File: src/rtl/core/vlpd_pkg.sv
// ----------------------------------------------------------------------------
// vlpd_pkg
// Shared types and constants of the varint length-prefixed deframer.
// ----------------------------------------------------------------------------
package vlpd_pkg;

	localparam logic [15:0] LIMIT_RESET = 16'd16384;
	localparam int          QUEUE_DEPTH = 2;

	// One classified byte, handed from the front end to the output side.
	typedef struct packed {
		logic [7:0]  data;       // payload byte, zero when has_data is low
		logic [31:0] id_raw;     // raw id varint, used when set_id is high
		logic        set_id;     // id varint completed on this byte
		logic        emit;       // this entry produces a result transfer
		logic        has_data;
		logic        last;
		logic        truncated;
		logic        malformed;
	} entry_t;

endpackage

File: src/rtl/core/vlpd_front.sv
// ----------------------------------------------------------------------------
// vlpd_front
// Framing state machine: decodes the length and id varints, tracks frame
// position against the byte limit and classifies each accepted byte.
// ----------------------------------------------------------------------------
module vlpd_front (
	input  logic                  clk,
	input  logic                  arst_n,
	input  logic                  cfg_wr_en,
	input  logic [15:0]           cfg_wr_data,
	input  logic                  take,
	input  logic [7:0]            data_byte,
	output logic                  push,
	output vlpd_pkg::entry_t      push_entry
);

	localparam logic [1:0] PH_LEN     = 2'd0;
	localparam logic [1:0] PH_ID      = 2'd1;
	localparam logic [1:0] PH_PAYLOAD = 2'd2;
	localparam logic [2:0] VARINT_MAX = 3'd5;
	localparam logic [16:0] COUNT_SAT = 17'h1FFFF;

	logic [15:0] max_q;
	logic [1:0]  phase_q;
	logic [31:0] acc_q;
	logic [2:0]  vcnt_q;
	logic [31:0] rem_q;
	logic [16:0] fcnt_q;
	logic        ovf_q;

	logic [38:0] shifted;
	logic [31:0] acc_or;
	logic [2:0]  vcnt_inc;
	logic        vdone;
	logic        kept;
	logic        ovf_nxt;
	logic [31:0] rem_dec;
	logic        clear;
	logic [1:0]  phase_nxt;
	logic [31:0] acc_nxt;
	logic [2:0]  vcnt_nxt;
	logic [31:0] rem_nxt;

	always_ff @(posedge clk or negedge arst_n) begin
		if (!arst_n) begin
			max_q <= vlpd_pkg::LIMIT_RESET;
		end else if (cfg_wr_en) begin
			max_q <= cfg_wr_data;
		end
	end

	// Group k of a varint lands at bit 7k; bits beyond 32 fall off.
	always_comb begin
		case (vcnt_q)
			3'd0:    shifted = {32'd0, data_byte[6:0]};
			3'd1:    shifted = {25'd0, data_byte[6:0], 7'd0};
			3'd2:    shifted = {18'd0, data_byte[6:0], 14'd0};
			3'd3:    shifted = {11'd0, data_byte[6:0], 21'd0};
			3'd4:    shifted = {4'd0, data_byte[6:0], 28'd0};
			default: shifted = '0;
		endcase
	end

	assign acc_or   = acc_q | shifted[31:0];
	assign vcnt_inc = vcnt_q + 3'd1;
	assign vdone    = !data_byte[7] || (vcnt_inc >= VARINT_MAX);
	assign kept     = fcnt_q < {1'b0, max_q};
	assign ovf_nxt  = ovf_q | ~kept;
	assign rem_dec  = rem_q - 32'd1;

	always_comb begin
		push       = 1'b0;
		push_entry = '0;
		clear      = 1'b0;
		phase_nxt  = phase_q;
		acc_nxt    = acc_or;
		vcnt_nxt   = vcnt_inc;
		rem_nxt    = rem_q;
		unique case (phase_q)
			PH_ID: begin
				rem_nxt = rem_dec;
				if (vdone) begin
					acc_nxt  = '0;
					vcnt_nxt = '0;
					push     = 1'b1;
					push_entry.set_id = 1'b1;
					push_entry.id_raw = acc_or;
					if (rem_dec == '0) begin
						push_entry.emit      = 1'b1;
						push_entry.last      = 1'b1;
						push_entry.truncated = ovf_nxt;
						clear                = 1'b1;
					end else begin
						phase_nxt = PH_PAYLOAD;
					end
				end else if (rem_dec == '0) begin
					// frame ran out inside the id varint
					push                 = 1'b1;
					push_entry.emit      = 1'b1;
					push_entry.last      = 1'b1;
					push_entry.truncated = ovf_nxt;
					push_entry.malformed = 1'b1;
					clear                = 1'b1;
				end
			end
			PH_PAYLOAD: begin
				acc_nxt  = acc_q;
				vcnt_nxt = vcnt_q;
				rem_nxt  = rem_dec;
				if (kept || rem_dec == '0) begin
					push                = 1'b1;
					push_entry.emit     = 1'b1;
					push_entry.has_data = kept;
					push_entry.data     = kept ? data_byte : 8'd0;
					if (rem_dec == '0) begin
						push_entry.last      = 1'b1;
						push_entry.truncated = ovf_nxt;
						clear                = 1'b1;
					end
				end
			end
			default: begin
				// length prefix; the unused phase code lands here too
				phase_nxt = PH_LEN;
				if (vdone) begin
					acc_nxt  = '0;
					vcnt_nxt = '0;
					rem_nxt  = acc_or;
					if (acc_or == '0) begin
						push                 = 1'b1;
						push_entry.emit      = 1'b1;
						push_entry.last      = 1'b1;
						push_entry.truncated = ovf_nxt;
						push_entry.malformed = 1'b1;
						clear                = 1'b1;
					end else begin
						phase_nxt = PH_ID;
					end
				end
			end
		endcase
		push = push & take;
	end

	always_ff @(posedge clk or negedge arst_n) begin
		if (!arst_n) begin
			phase_q <= PH_LEN;
			acc_q   <= '0;
			vcnt_q  <= '0;
			rem_q   <= '0;
			fcnt_q  <= '0;
			ovf_q   <= 1'b0;
		end else if (take) begin
			if (clear) begin
				phase_q <= PH_LEN;
				acc_q   <= '0;
				vcnt_q  <= '0;
				rem_q   <= '0;
				fcnt_q  <= '0;
				ovf_q   <= 1'b0;
			end else begin
				phase_q <= phase_nxt;
				acc_q   <= acc_nxt;
				vcnt_q  <= vcnt_nxt;
				rem_q   <= rem_nxt;
				fcnt_q  <= (fcnt_q == COUNT_SAT) ? fcnt_q : fcnt_q + 17'd1;
				ovf_q   <= ovf_nxt;
			end
		end
	end

endmodule

File: src/rtl/core/vlpd_queue.sv
// ----------------------------------------------------------------------------
// vlpd_queue
// Two-entry queue between the front end and the output side.
// ----------------------------------------------------------------------------
module vlpd_queue (
	input  logic                  clk,
	input  logic                  arst_n,
	input  logic                  push,
	input  vlpd_pkg::entry_t      push_entry,
	output logic                  full,
	input  logic                  pop,
	output logic                  head_valid,
	output vlpd_pkg::entry_t      head_entry
);

	localparam int PTR_W = $clog2(vlpd_pkg::QUEUE_DEPTH);
	localparam int CNT_W = $clog2(vlpd_pkg::QUEUE_DEPTH + 1);

	vlpd_pkg::entry_t slot_q [vlpd_pkg::QUEUE_DEPTH];
	logic [PTR_W-1:0] wr_ptr_q;
	logic [PTR_W-1:0] rd_ptr_q;
	logic [CNT_W-1:0] count_q;

	assign full       = count_q == CNT_W'(vlpd_pkg::QUEUE_DEPTH);
	assign head_valid = count_q != '0;
	assign head_entry = slot_q[rd_ptr_q];

	always_ff @(posedge clk) begin
		if (push) begin
			slot_q[wr_ptr_q] <= push_entry;
		end
	end

	always_ff @(posedge clk or negedge arst_n) begin
		if (!arst_n) begin
			wr_ptr_q <= '0;
			rd_ptr_q <= '0;
			count_q  <= '0;
		end else begin
			if (push) begin
				wr_ptr_q <= (wr_ptr_q == PTR_W'(vlpd_pkg::QUEUE_DEPTH - 1)) ? '0
				            : wr_ptr_q + PTR_W'(1);
			end
			if (pop) begin
				rd_ptr_q <= (rd_ptr_q == PTR_W'(vlpd_pkg::QUEUE_DEPTH - 1)) ? '0
				            : rd_ptr_q + PTR_W'(1);
			end
			if (push && !pop) begin
				count_q <= count_q + CNT_W'(1);
			end else if (pop && !push) begin
				count_q <= count_q - CNT_W'(1);
			end
		end
	end

endmodule

File: src/rtl/core/vlpd_back.sv
// ----------------------------------------------------------------------------
// vlpd_back
// Output side: reduces the id modulo 255, holds the frame id and drives the
// registered result channel.
// ----------------------------------------------------------------------------
module vlpd_back (
	input  logic                  clk,
	input  logic                  arst_n,
	input  logic                  head_valid,
	input  vlpd_pkg::entry_t      head_entry,
	output logic                  pop,
	output logic                  out_valid,
	input  logic                  out_stall,
	output logic [7:0]            payload_byte,
	output logic [7:0]            packet_id,
	output logic                  has_data,
	output logic                  last,
	output logic                  truncated,
	output logic                  malformed
);

	logic [7:0] id_q;
	logic       valid_q;
	logic [7:0] data_q;
	logic [7:0] pid_q;
	logic       has_q;
	logic       last_q;
	logic       trunc_q;
	logic       bad_q;

	logic [9:0] byte_sum;
	logic [8:0] fold;
	logic [7:0] id_mod;
	logic [7:0] id_sel;

	// 256 = 1 mod 255, so the residue is the byte sum folded once more.
	assign byte_sum = {2'b0, head_entry.id_raw[7:0]} + {2'b0, head_entry.id_raw[15:8]}
	                + {2'b0, head_entry.id_raw[23:16]} + {2'b0, head_entry.id_raw[31:24]};
	assign fold     = {1'b0, byte_sum[7:0]} + {7'd0, byte_sum[9:8]};
	assign id_mod   = (fold >= 9'd255) ? 8'(fold - 9'd255) : fold[7:0];
	assign id_sel   = head_entry.malformed ? 8'd0 : (head_entry.set_id ? id_mod : id_q);

	assign pop = head_valid && (!valid_q || !out_stall);

	always_ff @(posedge clk) begin
		if (pop && head_entry.set_id) begin
			id_q <= id_mod;
		end
		if (pop && head_entry.emit) begin
			data_q  <= head_entry.data;
			pid_q   <= id_sel;
			has_q   <= head_entry.has_data;
			last_q  <= head_entry.last;
			trunc_q <= head_entry.truncated;
			bad_q   <= head_entry.malformed;
		end
	end

	always_ff @(posedge clk or negedge arst_n) begin
		if (!arst_n) begin
			valid_q <= 1'b0;
		end else if (pop && head_entry.emit) begin
			valid_q <= 1'b1;
		end else if (!out_stall) begin
			valid_q <= 1'b0;
		end
	end

	assign out_valid    = valid_q;
	assign payload_byte = data_q;
	assign packet_id    = pid_q;
	assign has_data     = has_q;
	assign last         = last_q;
	assign truncated    = trunc_q;
	assign malformed    = bad_q;

endmodule

File: src/rtl/core/varint_length_prefixed_deframer.sv
// ----------------------------------------------------------------------------
// varint_length_prefixed_deframer
// Splits a byte stream into varint length-prefixed frames and emits their
// payload bytes tagged with the packet id modulo 255.
// ----------------------------------------------------------------------------
// Takes one byte per clock, sustained, as long as out_stall stays low. Each
// byte updates the framing state machine (varint shift/or, 32-bit
// remaining-length decrement, limit compare); its classified result enters
// a two-entry queue at the byte transfer, moves into the output register
// when that is empty or not stalled and transfers from there. in_stall
// rises only when the queue is full, so a stalled output blocks input once
// the output register and both queue entries are occupied. Bytes that
// produce no result (prefix bytes, id bytes, dropped payload bytes) never
// reach the output. max_frame_bytes is written through cfg_wr_en/cfg_wr_data;
// the user writes it only while idle; the block itself does not enforce that.
module varint_length_prefixed_deframer (
	input  logic        clk,
	input  logic        arst_n,
	input  logic        cfg_wr_en,
	input  logic [15:0] cfg_wr_data,
	input  logic        in_valid,
	output logic        in_stall,
	input  logic [7:0]  data_byte,
	output logic        out_valid,
	input  logic        out_stall,
	output logic [7:0]  payload_byte,
	output logic [7:0]  packet_id,
	output logic        has_data,
	output logic        last,
	output logic        truncated,
	output logic        malformed
);

	logic             take;
	logic             push;
	logic             full;
	logic             pop;
	logic             head_valid;
	vlpd_pkg::entry_t push_entry;
	vlpd_pkg::entry_t head_entry;

	assign in_stall = full;
	assign take     = in_valid && !full;

	vlpd_front u_front (
		.clk        (clk),
		.arst_n     (arst_n),
		.cfg_wr_en  (cfg_wr_en),
		.cfg_wr_data(cfg_wr_data),
		.take       (take),
		.data_byte  (data_byte),
		.push       (push),
		.push_entry (push_entry)
	);

	vlpd_queue u_queue (
		.clk        (clk),
		.arst_n     (arst_n),
		.push       (push),
		.push_entry (push_entry),
		.full       (full),
		.pop        (pop),
		.head_valid (head_valid),
		.head_entry (head_entry)
	);

	vlpd_back u_back (
		.clk         (clk),
		.arst_n      (arst_n),
		.head_valid  (head_valid),
		.head_entry  (head_entry),
		.pop         (pop),
		.out_valid   (out_valid),
		.out_stall   (out_stall),
		.payload_byte(payload_byte),
		.packet_id   (packet_id),
		.has_data    (has_data),
		.last        (last),
		.truncated   (truncated),
		.malformed   (malformed)
	);

endmodule

File: config.mk
export PLATFORM = sky130hd
export DESIGN_NAME = varint_length_prefixed_deframer
export DESIGN_NICKNAME = d
export VERILOG_FILES = /design/src/rtl/core/vlpd_pkg.sv /design/src/rtl/core/vlpd_front.sv /design/src/rtl/core/vlpd_queue.sv /design/src/rtl/core/vlpd_back.sv /design/src/rtl/core/varint_length_prefixed_deframer.sv
export SDC_FILE = /design/constraint.sdc
export NUM_CORES = 1
export LEC_CHECK = 0
export ABC_AREA = 1
export BUFFER_PORTS_ARGS = -buffer_cell sky130_fd_sc_hd__buf_4
export CORE_MARGIN = 2
export CORE_UTILIZATION = 60
export DETAILED_ROUTE_END_ITERATION = 7
export PLACE_DENSITY_LB_ADDON = 0.15
export SLEW_MARGIN = 30
export SYNTH_ARGS = -nofsm -noshare
export SYNTH_HDL_FRONTEND = slang
export SYNTH_SLANG_ARGS = --single-unit
File: constraint.sdc
create_clock -name clk -period 6.3 [get_ports clk]
set_clock_uncertainty 0.15 [all_clocks]
set_input_delay 0.63 -clock clk [delete_from_list [all_inputs] [get_ports clk]]
set_output_delay 0.63 -clock clk [all_outputs]
set_load 0.02 [all_outputs]
# After elaboration in Yosys (flattened, before gate mapping)

Memory sizes are Yosys's and may differ from the RTL's.
Cells that the tools add are included.

Memories: 1
Register bits: 136
Memory bits (writable): 92
Word-level logic and storage cells: 130
Output and inout port bits: 22

Memories:

| name           | depth | width | read ports | clocked after memory_dff | write ports | line             | source |
|---|---|---|---|---|---|---|---|
| u_queue.slot_q | 2     | 46    | 1          | 0                        | 1           | vlpd_queue.sv:19 | `vlpd_pkg::entry_t slot_q [vlpd_pkg::QUEUE_DEPTH];` |

Eq/ne operators: 13
Muxes and demuxes: 53
Bitwise operators: 4
Order comparisons: 3
Reduce and logical (&&, ||, !) cells: 26
$add $sub $neg: 12

Operator list:

| kind                                                                   | count |
|---|---|
| 32-bit two-way mux                                                     | 6 |
| 32-bit case mux with 5 select lines                                    | 1 |
| 33-bit two-way mux                                                     | 2 |
| 32-bit logical NOT                                                     | 2 |
| 8-bit two-way mux                                                      | 5 |
| 17-bit two-way mux                                                     | 2 |
| 32-bit OR                                                              | 1 |
| 32-bit by 1-bit subtractor with 32-bit output (second input constant)  | 1 |
| 10-bit by 8-bit adder with 10-bit output                               | 2 |
| 3-bit two-way mux                                                      | 6 |
| 17-bit by 1-bit adder with 17-bit output (second input constant)       | 1 |
| 17-bit equality test (second input constant)                           | 1 |
| 17-bit by 16-bit < comparator with 1-bit output                        | 1 |
| 1-bit two-way mux                                                      | 17 |
| 2-bit two-way mux                                                      | 7 |
| 8-bit by 2-bit adder with 9-bit output                                 | 1 |
| 8-bit by 8-bit adder with 9-bit output                                 | 1 |
| 9-bit by 8-bit >= comparator with 1-bit output (second input constant) | 1 |
| 1-bit case mux with 2 select lines                                     | 4 |
| 2-bit case mux with 2 select lines                                     | 2 |
| 8-bit subtractor (second input constant)                               | 1 |
| 3-bit by 2-bit equality test with 1-bit output (second input constant) | 2 |
| 1-bit logical AND                                                      | 6 |
| 1-bit logical NOT                                                      | 6 |
| 23 further kinds                                                       | 32 |

# Depth between registers and ports, before layout

Depth in word-level cells: 12
Depth in mapped cells: 37

# Modules after synthesis

A second synthesis with hierarchy kept.

Cells, all modules: 1,510
Area total of the unflattened synthesis: 13,294.0 um^2

Modules (own cells, without submodules):

| module                          | cells an instance | area an instance (um^2) | times used |
|---|---|---|---|
| vlpd_front                      | 1,065             | 7,185.6                 | 1 |
| vlpd_queue                      | 168               | 3,649.8                 | 1 |
| vlpd_back                       | 275               | 2,448.6                 | 1 |
| varint_length_prefixed_deframer | 2                 | 10.0                    | 1 |

# Least setup slack after synthesis

No wires, ideal clock.

Path kind: register -> register
From: register u_queue.rd_ptr_q
To: register u_back.pid_q[1] (netlist: u_back.packet_id[1]) (data pin)
Setup slack: 0.477 ns
Cell stages (with the launch flop): 36
Data arrival time: 5.424 ns
Clock period less this slack: 5.823 ns
Cell sequence: dfrtp_1 > inv_1 > clkbuf_1 > buf_1 > nand2_1 > nand2_1 > ha_1 > inv_1 > fa_1 > o21ai_0 > xor2_1 > fa_1 > inv_1 > ha_1 > nand2_1 > inv_1 > a21boi_0 > o21bai_1 > a21oi_1 > xor2_1 > ha_1 > fa_1 > nand2_1 > inv_1 > nor2_1 > inv_1 > nor2_1 > nand4_1 > nor2_1 > nand2_1 > nor2_1 > nand2_1 > nand4_1 > nand3_1 > nand2_1 > inv_1

Cells in the longest elaborated chain, start to end: 8
Elaborated cells between the ends (all ways): 9
Classes of those cells: 5 x add/sub; 1 x order compare; 2 x mux; 1 x memory

Ends and longest elaborated chain:

| what                                                                                      | line             | source |
|---|---|---|
| start: declaration                                                                        | vlpd_queue.sv:21 | `logic [PTR_W-1:0] rd_ptr_q;` |
| start signal: assignment                                                                  | vlpd_queue.sv:45 | `rd_ptr_q <= (rd_ptr_q == PTR_W'(vlpd_pkg::QUEUE_DEPTH - 1)) ? '0` |
| memory read 2 x 46 bit (*)                                                                | n/a              |  |
| 8-bit by 8-bit adder with 9-bit output                                                    | vlpd_back.sv:37  | `assign byte_sum = {2'b0, head_entry.id_raw[7:0]} + {2'b0, head_entry.id_raw[15:8]}` |
| 10-bit by 8-bit adder with 10-bit output (2 in a row)                                     | vlpd_back.sv:38  | `+ {2'b0, head_entry.id_raw[23:16]} + {2'b0, head_entry.id_raw[31:24]};` |
| 8-bit by 2-bit adder with 9-bit output                                                    | vlpd_back.sv:39  | `assign fold = {1'b0, byte_sum[7:0]} + {7'd0, byte_sum[9:8]};` |
| 8-bit subtractor / 9-bit by 8-bit >= comparator with 1-bit output (equally long branches) | vlpd_back.sv:40  | `assign id_mod = (fold >= 9'd255) ? 8'(fold - 9'd255) : fold[7:0];` |
| 8-bit two-way mux                                                                         | vlpd_back.sv:40  |  |
| 8-bit two-way mux                                                                         | vlpd_back.sv:41  | `assign id_sel = head_entry.malformed ? 8'd0 : (head_entry.set_id ? id_mod : id_q);` |
| end signal: assignment                                                                    | vlpd_back.sv:51  | `pid_q <= id_sel;` |
| end: declaration                                                                          | vlpd_back.sv:25  | `logic [7:0] pid_q;` |

Mark *: on every way between the ends. The rest lies on a longest branch, timed or not.
A chain may end at the register's enable or synchronous reset.

# Final worst setup path

From: register u_queue.rd_ptr_q
To: register u_back.pid_q[0] (netlist: u_back.packet_id[0]) (data pin)

Same word-level chain as after synthesis.

==> flow_summary_export.csv <==
group,metric,value,unit
worst_setup_path,worstSetupPathType,"flip-flop to flip-flop",
layout,fin_util,67.24,%
logic_synthesis,ys_seq_area_share,48.16,%
die,coreArea,21620,µm²
layout,layout_common_cells,"432 x nand2_1, 195 x inv_1, 185 x nor2_1",
layout,regArea,6309,µm²
layout,final_common_cell,"nand2_1",
layout,diodes,0,
die,die_x,151.7,µm
sta,max_slew_margin,38.03,%
routing,routed_wl,32.06,mm
logic_synthesis,synth-main-ff-cell,"edfxtp_1",
sta,finalSetupTns,0,ns
logic_synthesis,synth.distinct_cells,41,
sta,drv_slew,0,
clocking,clock_latency,0.54,ns
die,initial_core_util,60.58,%
sta,hold_viol_final,0,
die,fp.dieH,151.7,µm
sta,fmax,170.8,MHz
status,status,"finished clean",
clocking,cts.sinks,228,
global_route,grt_max_degree,70,
logic_synthesis,syn_inst,1604,
routing,drcViolationCount,0,
clocking,cts-hold-fix-buffers,0,
clocking,htreeDepth,1,
layout,final_cells,1944,
global_route,antenna_found_initial,0,
hold_path,worstHoldPathType,"input port to asynchronous set/reset pin",
layout,nets,1732,
clocking,cts.reportedPaths.clkPinSlew,0.06,ns
global_route,grt_util_all_layers,28.23,%
layout,drive_gt1_share,8.654,%
routing,via_count,10790,
worst_setup_path,cp.arrival,6.01,ns
placed_design,place.gp.congestion,0.9320,
clocking,cts_tree,"built",
layout,n_fill_cell,1780,
layout,area_delta_synth_final,11.00,%
logic_synthesis,syn-num-nets,1691,
logic_synthesis,synth-async-reset-ratio,47.37,%
routing,wire_per_inst,16.49,µm
worst_setup_path,endpoint_kind,"flip-flop",
logic_synthesis,yosysWarnings,0,
routing,ant_nets,0,
clocking,cts_made_buffers,25,
routing,drt_first_iter_violations,916,
global_route,grt_overflow,0,
layout,multi_input_area,5834,µm²
logic_synthesis,syn_avg_cell_area,8.166,µm²
worst_setup_path,worst-r2r-cell-count,34,
worst_setup_path,startpoint_type,"flip-flop",
die,dieArea,23030,µm²
placed_design,port_buffers,50,
worst_setup_path,r2r_slack,0.44,ns
sta,period_minus_slack,5.855,ns
job,cap_viol_max_count,0,
worst_setup_path,cp_max_fo,15,
die,ios,51,
logic_synthesis,synth_edf_count,120,
clocking,cts.path.max_buffers,3,
global_route,grt_pass1_vias,10100,
die,std_cell_rows,54,
logic_synthesis,synthesis.area,13100,µm²
global_route,grt_pass1_wl,50.57,mm
sta,rsz0062_at_grt,"false",
routing,drtPass1Iterations,5,
sta,setup_viol,0,
sta,worst_pin_slew,0.9295,ns
placed_design,place_hpwl,23.75,mm
worst_setup_path,cpPeakStageDelay,0.55,ns
worst_setup_path,crit_top_cell,"inv_1",
placed_design,dp_cells,1897,
worst_setup_path,worstPathRequired,6.45,ns
clocking,cts_root_buffer,"clkbuf_16",
logic_synthesis,synth_seq_cells,228,
routing,viasPerCell,5.549,
sta,post-route-period-util,92.94,%
worst_setup_path,slowest_stage,"fa_1",
## registers in the layout, summed over array words and instances, names as in the netlist, 3 cells and up
register / flops
u_back.id_q: 8
u_back.packet_id: 8
u_back.payload_byte: 8
u_front.acc_q: 32
u_front.fcnt_q: 17
u_front.max_q: 16
u_front.rem_q: 32
u_front.vcnt_q: 3
u_queue.slot_q: 92
## final cells by class
class,count,area share (%)
clock buffer,32,4.484
timing repair buffer,66,3.460
multi-input combinational,1123,40.13
tap,280,2.410
clock inverter,14,0.9295
inverter,201,5.190
sequential,228,43.39
## worst max-delay path, delay by kind of cell (launching register included)
family / cells / cell delay (ns)
DFF: 1 / 0.42
and+or+nand+nor: 15 / 1.46
buffers and inverters: 7 / 0.52
xor gates and xnor gates: 2 / 0.32
adders and majority gates: 6 / 2.04
AOI/OAI and AO/OA: 4 / 0.69
## Yosys cell counts, types with 4 or more instances
cell | n | area share (%)
nand2_1 | 433 | 12
inv_1 | 196 | 5.6
nor2_1 | 187 | 5.4
o21ai_0 | 124 | 4.7
edfxtp_1 | 120 | 28
dfrtp_1 | 107 | 20
nand3_1 | 62 | 2.4
nand4_1 | 58 | 2.8
a21oi_1 | 54 | 2.1
ha_1 | 47 | 4.5
clkbuf_1 | 31 | 0.89
xor2_1 | 23 | 1.5
o21ai_1 | 20 | 0.76
o21bai_1 | 20 | 1.1
mux2i_1 | 15 | 1.1
fa_1 | 11 | 1.7
buf_2 | 9 | 0.34
nor2_2 | 9 | 0.43
nor3_1 | 9 | 0.34
xnor2_1 | 8 | 0.53
nand2_2 | 7 | 0.33
o211ai_1 | 6 | 0.34
buf_1 | 5 | 0.14
o22ai_1 | 5 | 0.24
or2_2 | 5 | 0.24
buf_6 | 4 | 0.34
## stage by stage
stage	hold slack (ns)	instance area [µm²]	setup slack (ns)
final	0.008082	14540	0.4450
after global routing	0.05590	14540	0.0004365
after CTS	0.03033	14490	0.2272
after detailed placement	0.3175	13710	0.2020
after global placement	0.3065	13710	0.3560
after floorplan	0.1844	13100	0.4768
## logic make-up after synthesis
logic type / share of synthesized area, %
AOI/OAI and AO/OA: 9.534
xor gates and xnor gates: 2.073
adders and majority gates: 6.171
buffers and inverters: 7.633
DFF: 48.16
muxes: 1.146
and+or+nand+nor: 25.29
## per-layer routing
metal / global-route usage (%) / wire [µm]
met5: 0 / 0
met4: 10.60 / 1166
met3: 3.922 / 1939
met2: 46.13 / 14900
met1: 38.58 / 14050
## final timing paths
path,from,to
max,u_queue.rd_ptr_q,u_back.packet_id[0]
min,arst_n,u_front.rem_q[29]
max reg2reg,u_queue.rd_ptr_q,u_back.packet_id[0]
min reg2reg,u_queue.wr_ptr_q,u_queue.wr_ptr_q
max in group asynchronous,arst_n,u_front.rem_q[2]
min in group clk,cfg_wr_data[3],u_front.max_q[3]
## timing repair
action	4_1_cts	5_1_grt
resized for setup	0	14
setup buffers	0	1
setup endpoints to repair	0	16
hold endpoints to repair	0	0
Power is not shown: default switching activity piles up to over one toggle a cycle in this logic, so the estimate is an artifact.
